### src/rtl/pwmpd_pkg.sv
// Package with the shared types and constants of the PWM prescaler and duty calculator.
package pwmpd_pkg;

    localparam int DIV_W  = 27;
    localparam int DUTY_W = 10;
    localparam int CNT_W  = $clog2(DIV_W);

    localparam logic [DIV_W-1:0]  MIN_TICKS       = DIV_W'(100);
    localparam logic [DIV_W-1:0]  MAX_TICKS       = DIV_W'(65535);
    localparam logic [DIV_W-1:0]  PERMILLE_FULL   = DIV_W'(1000);
    localparam logic [15:0]       FALLBACK_PERIOD = 16'hFFFF;
    localparam logic [2:0]        FALLBACK_CODE   = 3'd7;
    localparam logic [DIV_W-1:0]  CLOCK_RESET     = DIV_W'(60000000);

    localparam logic CMD_PERIOD = 1'b0;
    localparam logic CMD_DUTY   = 1'b1;

    typedef struct packed {
        logic              command;
        logic [DIV_W-1:0]  target_freq_hz;
        logic [DUTY_W-1:0] duty_permille;
        logic              channel;
    } t_cmd_item;

    typedef struct packed {
        logic        result_kind;
        logic [15:0] period_minus_one;
        logic [2:0]  prescale_code;
        logic [16:0] compare_value;
        logic        channel_out;
    } t_result_item;

    typedef struct packed {
        logic             start;
        logic [DIV_W-1:0] dividend;
        logic [DIV_W-1:0] divisor;
    } t_div_req;

endpackage

### src/rtl/pwmpd_serial_div.sv
// Restoring divider that produces one quotient bit per clock cycle.
module pwmpd_serial_div (
    input  logic                           i_clk,
    input  logic                           i_rst_n,
    input  pwmpd_pkg::t_div_req            i_req,
    output logic                           o_done,
    output logic [pwmpd_pkg::DIV_W-1:0]    o_quotient
);

    logic                          r_run, n_run;
    logic                          r_done, n_done;
    logic [pwmpd_pkg::CNT_W-1:0]   r_cnt, n_cnt;
    logic [pwmpd_pkg::DIV_W-1:0]   r_rem, n_rem;
    logic [pwmpd_pkg::DIV_W-1:0]   r_quo, n_quo;
    logic [pwmpd_pkg::DIV_W-1:0]   r_dvs, n_dvs;
    logic [pwmpd_pkg::DIV_W:0]     w_trial;
    logic [pwmpd_pkg::DIV_W:0]     w_diff;

    assign w_trial = {r_rem, r_quo[pwmpd_pkg::DIV_W-1]};
    assign w_diff  = w_trial - {1'b0, r_dvs};

    always_comb begin
        n_run  = r_run;
        n_done = 1'b0;
        n_cnt  = r_cnt;
        n_rem  = r_rem;
        n_quo  = r_quo;
        n_dvs  = r_dvs;
        if (i_req.start) begin
            n_run = 1'b1;
            n_cnt = '0;
            n_rem = '0;
            n_quo = i_req.dividend;
            n_dvs = i_req.divisor;
        end else if (r_run) begin
            // Trial subtraction decides the next quotient bit.
            if (w_trial >= {1'b0, r_dvs}) begin
                n_rem = w_diff[pwmpd_pkg::DIV_W-1:0];
                n_quo = {r_quo[pwmpd_pkg::DIV_W-2:0], 1'b1};
            end else begin
                n_rem = w_trial[pwmpd_pkg::DIV_W-1:0];
                n_quo = {r_quo[pwmpd_pkg::DIV_W-2:0], 1'b0};
            end
            n_cnt = r_cnt + pwmpd_pkg::CNT_W'(1);
            if (r_cnt == pwmpd_pkg::CNT_W'(pwmpd_pkg::DIV_W - 1)) begin
                n_run  = 1'b0;
                n_done = 1'b1;
            end
        end
    end

    always_ff @(posedge i_clk) begin
        if (!i_rst_n) begin
            r_run  <= 1'b0;
            r_done <= 1'b0;
            r_cnt  <= '0;
        end else begin
            r_run  <= n_run;
            r_done <= n_done;
            r_cnt  <= n_cnt;
        end
        r_rem <= n_rem;
        r_quo <= n_quo;
        r_dvs <= n_dvs;
    end

    assign o_done     = r_done;
    assign o_quotient = r_quo;

endmodule

### src/rtl/pwm_prescale_and_duty_calc_top.sv
// Top level of the PWM prescaler, period and duty compare calculator.
// A zero frequency goes straight to the result, a period command runs the bit-serial
// divider and then the prescaler search, and a duty command runs the serial multiply and
// then the divider. The next command is accepted at the edge that ends the strobe cycle;
// the receiver cannot stall. Synchronous active-low reset restores 60 MHz and zeros the
// stored period and prescaler code.
module pwm_prescale_and_duty_calc_top (
    input  logic                       i_clk,
    input  logic                       i_rst_n,
    input  logic                       start,
    output logic                       busy,
    input  pwmpd_pkg::t_cmd_item       i_item,
    output logic                       o_result_strobe,
    output pwmpd_pkg::t_result_item    o_result,
    input  logic                       psel,
    input  logic                       penable,
    input  logic                       pwrite,
    input  logic [2:0]                 paddr,
    input  logic [31:0]                pwdata,
    output logic [31:0]                prdata,
    output logic                       pready
);

    // One-hot sequencer states.
    typedef enum logic [4:0] {
        S_IDLE = 5'b00001,
        S_MUL  = 5'b00010,
        S_DIV  = 5'b00100,
        S_SEL  = 5'b01000,
        S_FIN  = 5'b10000
    } t_state;

    t_state                          r_state, n_state;
    logic [pwmpd_pkg::DIV_W-1:0]     r_clk_hz;
    logic                            r_cmd, n_cmd;
    logic                            r_chan, n_chan;
    logic [pwmpd_pkg::DIV_W-1:0]     r_mcand, n_mcand;
    logic [pwmpd_pkg::DUTY_W-1:0]    r_mplier, n_mplier;
    logic [pwmpd_pkg::DIV_W-1:0]     r_acc, n_acc;
    logic [3:0]                      r_cnt, n_cnt;
    logic [pwmpd_pkg::DIV_W-1:0]     r_q, n_q;
    logic [16:0]                     r_full, n_full;
    logic [16:0]                     r_cv, n_cv;
    logic [15:0]                     r_period, n_period;
    logic [2:0]                      r_code, n_code;
    pwmpd_pkg::t_div_req             r_div_req, n_div_req;
    pwmpd_pkg::t_result_item         r_result, n_result;
    logic                            r_strobe, n_strobe;
    logic                            w_div_done;
    logic [pwmpd_pkg::DIV_W-1:0]     w_div_quo;
    logic                            w_accept;
    logic                            w_cfg_write;
    logic                            w_in_range;

    // Configuration port: the clock register sits at byte address 0, writes complete
    // in the access cycle since the port never inserts wait states.
    assign pready      = 1'b1;
    assign w_cfg_write = psel && penable && pwrite && pready && (paddr[2] == 1'b0);
    assign prdata      = (paddr[2] == 1'b0) ? {5'd0, r_clk_hz} : 32'd0;

    always_ff @(posedge i_clk) begin
        if (!i_rst_n) begin
            r_clk_hz <= pwmpd_pkg::CLOCK_RESET;
        end else if (w_cfg_write) begin
            r_clk_hz <= pwdata[pwmpd_pkg::DIV_W-1:0];
        end
    end

    assign busy     = (r_state != S_IDLE);
    assign w_accept = start && !busy;

    // A tick count qualifies when it lies between the minimum and the 16-bit maximum.
    assign w_in_range = (r_q >= pwmpd_pkg::MIN_TICKS) && (r_q <= pwmpd_pkg::MAX_TICKS);

    // The single divider serves both commands: clock over frequency for a period
    // command, and the duty product over one thousand for a duty command.
    pwmpd_serial_div u_div (
        .i_clk      (i_clk),
        .i_rst_n    (i_rst_n),
        .i_req      (r_div_req),
        .o_done     (w_div_done),
        .o_quotient (w_div_quo)
    );

    always_comb begin
        n_state          = r_state;
        n_cmd            = r_cmd;
        n_chan           = r_chan;
        n_mcand          = r_mcand;
        n_mplier         = r_mplier;
        n_acc            = r_acc;
        n_cnt            = r_cnt;
        n_q              = r_q;
        n_full           = r_full;
        n_cv             = r_cv;
        n_period         = r_period;
        n_code           = r_code;
        n_div_req        = r_div_req;
        n_div_req.start  = 1'b0;
        n_result         = r_result;
        n_strobe         = 1'b0;

        case (r_state)
            S_IDLE: begin
                if (w_accept) begin
                    n_cmd  = i_item.command;
                    n_chan = i_item.channel;
                    n_cv   = '0;
                    n_cnt  = '0;
                    if (i_item.command == pwmpd_pkg::CMD_PERIOD) begin
                        if (i_item.target_freq_hz == '0) begin
                            // A zero frequency skips the division and stores the fallback.
                            n_period = pwmpd_pkg::FALLBACK_PERIOD;
                            n_code   = pwmpd_pkg::FALLBACK_CODE;
                            n_state  = S_FIN;
                        end else begin
                            n_div_req.start    = 1'b1;
                            n_div_req.dividend = r_clk_hz;
                            n_div_req.divisor  = i_item.target_freq_hz;
                            n_state            = S_DIV;
                        end
                    end else begin
                        // Duty: multiply (period + 1) by the duty, one duty bit a cycle.
                        n_full   = {1'b0, r_period} + 17'd1;
                        n_mcand  = {11'd0, r_period} + 27'd1;
                        n_mplier = i_item.duty_permille;
                        n_acc    = '0;
                        n_state  = S_MUL;
                    end
                end
            end
            S_MUL: begin
                if (r_mplier[0]) begin
                    n_acc = r_acc + r_mcand;
                end
                n_mcand  = {r_mcand[pwmpd_pkg::DIV_W-2:0], 1'b0};
                n_mplier = {1'b0, r_mplier[pwmpd_pkg::DUTY_W-1:1]};
                n_cnt    = r_cnt + 4'd1;
                if (r_cnt == 4'(pwmpd_pkg::DUTY_W - 1)) begin
                    n_div_req.start    = 1'b1;
                    n_div_req.dividend = n_acc;
                    n_div_req.divisor  = pwmpd_pkg::PERMILLE_FULL;
                    n_state            = S_DIV;
                end
            end
            S_DIV: begin
                if (w_div_done) begin
                    n_cnt = '0;
                    if (r_cmd == pwmpd_pkg::CMD_PERIOD) begin
                        n_q     = w_div_quo;
                        n_state = S_SEL;
                    end else begin
                        // A duty above full scale saturates at period + 1.
                        if (w_div_quo > {10'd0, r_full}) begin
                            n_cv = r_full;
                        end else begin
                            n_cv = w_div_quo[16:0];
                        end
                        n_state = S_FIN;
                    end
                end
            end
            S_SEL: begin
                // Each step halves the tick count, which is the next prescaler code.
                if (w_in_range) begin
                    n_period = r_q[15:0] - 16'd1;
                    n_code   = r_cnt[2:0];
                    n_state  = S_FIN;
                end else if (r_cnt[2:0] == pwmpd_pkg::FALLBACK_CODE) begin
                    n_period = pwmpd_pkg::FALLBACK_PERIOD;
                    n_code   = pwmpd_pkg::FALLBACK_CODE;
                    n_state  = S_FIN;
                end else begin
                    n_q   = {1'b0, r_q[pwmpd_pkg::DIV_W-1:1]};
                    n_cnt = r_cnt + 4'd1;
                end
            end
            S_FIN: begin
                n_result.result_kind      = r_cmd;
                n_result.period_minus_one = r_period;
                n_result.prescale_code    = r_code;
                n_result.compare_value    = r_cv;
                n_result.channel_out      = (r_cmd == pwmpd_pkg::CMD_DUTY) ? r_chan : 1'b0;
                n_strobe                  = 1'b1;
                n_state                   = S_IDLE;
            end
            default: begin
                n_state = S_IDLE;
            end
        endcase
    end

    always_ff @(posedge i_clk) begin
        if (!i_rst_n) begin
            r_state         <= S_IDLE;
            r_strobe        <= 1'b0;
            r_div_req.start <= 1'b0;
            r_period        <= '0;
            r_code          <= '0;
        end else begin
            r_state         <= n_state;
            r_strobe        <= n_strobe;
            r_div_req.start <= n_div_req.start;
            r_period        <= n_period;
            r_code          <= n_code;
        end
        r_cmd              <= n_cmd;
        r_chan             <= n_chan;
        r_mcand            <= n_mcand;
        r_mplier           <= n_mplier;
        r_acc              <= n_acc;
        r_cnt              <= n_cnt;
        r_q                <= n_q;
        r_full             <= n_full;
        r_cv               <= n_cv;
        r_div_req.dividend <= n_div_req.dividend;
        r_div_req.divisor  <= n_div_req.divisor;
        r_result           <= n_result;
    end

    assign o_result_strobe = r_strobe;
    assign o_result        = r_result;

`ifndef SYNTH
    // Every result transfer follows the final sequencer state.
    a_strobe_after_fin: assert property (@(posedge i_clk) disable iff (!i_rst_n)
        o_result_strobe |-> $past(r_state == S_FIN))
        else $error("result strobe without a finishing state");

    // An accepted command keeps the block busy in the next cycle.
    a_busy_after_accept: assert property (@(posedge i_clk) disable iff (!i_rst_n)
        w_accept |=> busy)
        else $error("command accepted but block not busy");

    // The divider only reports completion while the sequencer waits for it.
    a_div_done_in_div: assert property (@(posedge i_clk) disable iff (!i_rst_n)
        w_div_done |-> (r_state == S_DIV))
        else $error("divider finished outside the divide state");

    // A duty compare value never exceeds the full period.
    a_compare_bound: assert property (@(posedge i_clk) disable iff (!i_rst_n)
        (o_result_strobe && (o_result.result_kind == pwmpd_pkg::CMD_DUTY)) |->
        (o_result.compare_value <= ({1'b0, o_result.period_minus_one} + 17'd1)))
        else $error("compare value above period plus one");
`endif

endmodule

### config.mk
export PLATFORM = sky130hd
export DESIGN_NAME = pwm_prescale_and_duty_calc_top
export DESIGN_NICKNAME = d
export VERILOG_FILES = /design/src/rtl/pwmpd_pkg.sv /design/src/rtl/pwmpd_serial_div.sv /design/src/rtl/pwm_prescale_and_duty_calc_top.sv
export SDC_FILE = /design/constraint.sdc
export NUM_CORES = 1
export LEC_CHECK = 0
export BUFFER_PORTS_ARGS = -buffer_cell sky130_fd_sc_hd__buf_2
export CAP_MARGIN = 5
export CORE_MARGIN = 3
export CORE_UTILIZATION = 65
export DETAILED_ROUTE_END_ITERATION = 8
export PLACE_DENSITY = 0.86
export SLEW_MARGIN = 10
export SYNTH_ARGS = -nofsm -noshare
export SYNTH_HDL_FRONTEND = slang
export SYNTH_SLANG_ARGS = --single-unit
### constraint.sdc
create_clock -name i_clk -period 12.7 [get_ports i_clk]
set_clock_uncertainty 0.15 [all_clocks]
set_input_delay 3.81 -clock i_clk [delete_from_list [all_inputs] [get_ports i_clk]]
set_output_delay 3.81 -clock i_clk [all_outputs]
set_load 0.05 [all_outputs]
======== Word level (Yosys, flattened, before mapping) ========
Index checks and enable logic that the tools add are counted.
Widths: inputs -> output; s select.
word-level totals
  register bits after elaboration ......... 364
  input bits .............................. 80
  output and inout bits ................... 73
  word-level logic and storage cells ...... 148
cells by class
  add/subtract/negate cells ............... 7
  order comparisons ....................... 4
  equality and inequality tests ........... 21
  mux-type cells .......................... 61
  bitwise logic cells ..................... 3
  reductions and logical operators ........ 24
operators with widths
  cell                   count
  $mux 27                13
  $mux 55                4
  $pmux 27 s2            3
  $pmux 55 s2            1
  $mux 16                5
  $mux 17                4
  $mux 5                 8
  $add 16x1->17 const B  2
  $pmux 17 s2            1
  $pmux 16 s2            1
  $ge 28x27->1           1
  $add 27x27->27         1
  $ge 27x7->1 const B    1
  $gt 27x17->1           1
  $le 27x16->1 const B   1
  $logic_not 27->1       1
  $sub 27x27->27         1
  $mux 10                2
  $ne 2x2->1 const B     10
  $pmux 10 s2            1
  $pmux 5 s4             1
  $reduce_and 5->1       4
  $mux 4                 4
  $pmux 4 s4             1
  26 further kinds       48

======== Logic depth before layout (Yosys ltp) ========
  depth after elaboration ................. 5
  depth in mapped cells ................... 14
  gate-level depth less buffers ........... 12

======== Hierarchy ========
Synthesis repeated with hierarchy kept, for this count alone.
unflattened totals
  cell total of the unflattened synthesis .. 1756
  area, all modules ....................... 18670.4 um^2
by module, submodules not included
  module                          instances  cells an instance  area an instance (um^2)  sequential area each (um^2)
  pwm_prescale_and_duty_calc_top  1          1277               13658.1                  7757.4
  pwmpd_serial_div                1          479                5012.3                   2302.2

======== Worst setup path before layout ========
Ideal clock, no wire load.
  path kind ............................... input port to output port
  start point ............................. in paddr[2]
  end point ............................... out prdata[10]
  arrival time ............................ 4911 ps
  path slack .............................. 3829 ps
  stages .................................. 3
  path buffers ............................ 2
  path through ............................ clkbuf_1 -> clkbuf_1 -> nor2b_1
between the ends
  cells in the longest elaborated chain, start to end .. 1
ends and longest elaborated chain
  item                line                                  text
  start: declaration  pwm_prescale_and_duty_calc_top.sv:18  input logic [2:0] paddr,
  $mux 27             pwm_prescale_and_duty_calc_top.sv:59  assign prdata = (paddr[2] == 1'b0) ? {5'd0, r_clk_hz} : 32'd0;
  end: declaration    pwm_prescale_and_duty_calc_top.sv:20  output logic [31:0] prdata,
Every way passes these cells.

======== Worst setup path after layout ========
  start point ............................. in paddr[2]
  end point ............................... out prdata[9]
The elaborated chain is that of the path after synthesis.

==> flow_summary_export.csv <==
group,metric,value,unit
logic_synthesis,ys_dominant_reg_cell,"edfxtp_1",
critical_path,required,8740,ps
power,max-vdd-ir-drop,151,uV
power,seqPwrFrac,39.3,%
timing,fmax,0.118,GHz
detailed_routing,firstDrtPassIters,7,
cells_and_area,multiInputGateArea,7580,um^2
die,rows,60,
detailed_routing,wl_per_cell,19.2,um
timing,timing.final.crit_share,66.7,%
hold_path,hold_path_class,"flop to flop",
timing,finalSetupViolations,0,
clocking,ctsHoldBuffers,0,
critical_path,criticalPathCategory,"input pin to output pin",
logic_synthesis,synth_warnings,0,
die,die_width,173,um
timing,period_needed,8470,ps
critical_path,start_kind,"input pin",
clocking,htree_num_levels,2,
logic_synthesis,ys_types,81,
die,fp.coreArea,27200,um^2
detailed_routing,detail-route-antenna-nets,0,
logic_synthesis,syn_area_per_cell,10.8,um^2
cells_and_area,nFillCells,1775,
logic_synthesis,synth_area,18200,um^2
timing,hold_slack,268,ps
placement,hpwl,28300,um
timing,drv_slew,0,
logic_synthesis,async_reset_ff_share,0,%
power,clkPwrFrac,25.3,%
cells_and_area,area_delta_synth_final,12.5,%
global_route,grt_pass1_wl,67300,um
critical_path,critPathCaptureType,"output pin",
global_route,grt_pass1_vias,13200,
global_route,antenna_found_initial,0,
die,io_pins,153,
logic_synthesis,ys_seq_elements,364,
timing,setup_tns,0,ps
global_route,gr-total-overflow,0,
power,pwr-share-comb,35.4,%
placement,pre_cts_slack,4240,ps
power,p_int,2.87,mW
critical_path,reg2regPathDepth,13,
die,dieArea,30000,um^2
power,p_leak,8.12,nW
detailed_routing,vias,13300,
clocking,path_clk_slew,60,ps
clocking,cts-buffers-inserted,38,
timing,setup_ws,4230,ps
logic_synthesis,synthCells,1686,
die,die_y,173,um
timing,worst_pin_slew,1260,ps
global_route,grtUsageTotal,27.6,%
placement,globalplace.congestion,0.915,
timing,hold_violations,0,
job,maxCapViolCount,0,
clocking,cts_buffer_depth,3,
clocking,root_buffer,"clkbuf_16",
critical_path,arrival,4510,ps
detailed_routing,wl,42300,um
timing,grt_setup_unrepaired,"no",
status,status,"completed",
cells_and_area,final_core_util,75.2,%
hold_path,min_path_cells,0,
power,switchingPower,1.56,mW
clocking,cts_setup_buffers,0,
detailed_routing,drt-initial-drc-count,1211,
clocking,cts_tree,"done",
clocking,numClockSinks,364,
cells_and_area,seqCellArea,10100,um^2
global_route,grt_max_degree,85,
clocking,clkLatencyLatePin,530,ps
cells_and_area,diodes,0,
logic_synthesis,ys_seq_area_share,55.4,%
power,power_density,217,nW/um^2
detailed_routing,drc,0,
power,switching_share,35.2,%
cells_and_area,drive_gt1_share,15.3,%
logic_synthesis,synth-edff-count,277,
detailed_routing,viasPerCell,6.05,
critical_path,cp_max_fo,29,
die,start_util,66.8,%
cells_and_area,nets,1964,
placement,portBuffers,139,
clocking,postCtsResizedCells,0,
timing,slew_headroom,15.7,%
synth_stat cells (5+ instances only):
cell      number  share of area [%]
o221a_2        8               0.50
o21a_1        14               0.58
xnor2_1       41                2.0
edfxtp_1     277                 46
o21ai_0       52                1.4
mux2i_1       35                1.9
nor4_1        13               0.45
nand2b_1      10               0.34
clkbuf_1      62                1.3
buf_1          5               0.10
o21ai_1       15               0.41
nand4_1       16               0.55
nor2_1       179                3.7
o31ai_1        6               0.25
a21oi_1       71                2.0
inv_1         67                1.4
nor3_1        18               0.50
and3_1        12               0.41
and2_1        43                1.5
nand3b_1       8               0.33
xor2_1        35                1.7
o211ai_1       6               0.25
a31oi_1        7               0.24
dfxtp_1       87                9.6
o221a_1       12               0.74
nand2_1      251                5.2
nor2b_1       35                1.2
o21bai_1       6               0.25
buf_4          7               0.29
a21boi_0      17               0.70
nand3_1       32               0.88
a21o_1        27                1.1
mux2_2        28                1.7
a211oi_1      30                1.2
or3_1          6               0.21
ha_1          79                5.4
final timing paths:
check,start,endpoint,slack (ps)
setup / recovery,paddr[2],prdata[9],4230
hold / removal,r_cv[4],o_result[5],270
setup reg to reg,u_div.o_quotient[26],u_div.r_rem[20],8950
hold reg to reg,r_cv[4],o_result[5],270
worst max-delay path, cell delays in order:
cell and delay (ps):
buf_2 240, nor2b_1 170, buf_2 280
power groups by stage:
stage / clock (mW) / combinational, mW / sequential, mW
global route: 1.18 / 1.72 / 1.76
floorplan: 0 / 1.20 / 1.73
CTS: 1.13 / 1.54 / 1.73
detailed placement: 0 / 1.52 / 1.75
finish: 1.12 / 1.57 / 1.74
global placement: 0 / 1.45 / 1.74
logic make-up (layout without fill, tap and decap cells):
kind of cell / count (synthesis) / after routing / share of synthesized area [%]
AND/OR/NAND/NOR: 649 / 649 / 16.6
flip-flops: 364 / 364 / 55.4
AO/OA/AOI/OAI: 302 / 302 / 11.5
buffers and inverters: 146 / 288 / 3.30
adder cells (fa/ha/maj): 81 / 81 / 5.67
XOR/XNOR: 76 / 76 / 3.67
multiplexers: 66 / 66 / 3.87
other: 2 / 6 / 0.0414
cell type report:
| cell class | count | area share (%) |
|---|---|---|
| inverters | 67 | 1.23 |
| repair buffers | 152 | 3.94 |
| flip-flops and latches | 364 | 49.3 |
| well taps | 372 | 2.28 |
| clock buffers | 47 | 5.02 |
| clock inverters | 22 | 1.14 |
| multi-input cells | 1180 | 37.1 |
metrics by stage:
step | std cells | instance area, um^2 | total power, mW
3_3_place_gp | 2134 | 19100 | 3.19
4_1_cts | 2203 | 20400 | 4.41
3_5_place_dp | 2134 | 19100 | 3.27
6_report | 2204 | 20400 | 4.42
5_1_grt | 2204 | 20400 | 4.66
2_1_floorplan | 1690 | 18200 | 2.92
per-layer routing:
metal | wire (um) | global-route usage, % | share of wire [%]
met1 | 16500 | 34.0 | 39
met4 | 1720 | 10.9 | 4.1
met2 | 21000 | 48.6 | 50
met3 | 3070 | 4.81 | 7.2
met5 | 0 | 0 | 0
flip-flops by register name, indices dropped and copies added (netlist names), 27 cells and up:
signal and cells:
u_div.o_quotient 27, r_acc 27, u_div.r_dvs 27, r_div_req 55, u_div.r_rem 27, r_clk_hz 27, r_mcand 27, r_q 27
o_result 38
cells in the final DEF (no fill, tap or decap), types with 7 or more instances in the layout:
cell type	count
a211oi_1	30
a21boi_0	17
a21o_1	27
a21oi_1	69
a31oi_1	7
and2_1	43
and3_1	12
buf_2	139
buf_4	12
clkbuf_16	39
dfxtp_1	85
edfxtp_1	277
ha_1	79
inv_1	67
mux2_2	28
mux2i_1	35
nand2_1	251
nand2b_1	10
nand3_1	31
nand3b_1	8
nand4_1	16
nor2_1	178
nor2b_1	35
nor3_1	18
nor4_1	13
o21a_1	14
o21ai_0	51
o21ai_1	14
o221a_1	12
o221a_2	8
xnor2_1	41
xor2_1	35
Note: power is estimated with default switching activity, not from simulation.
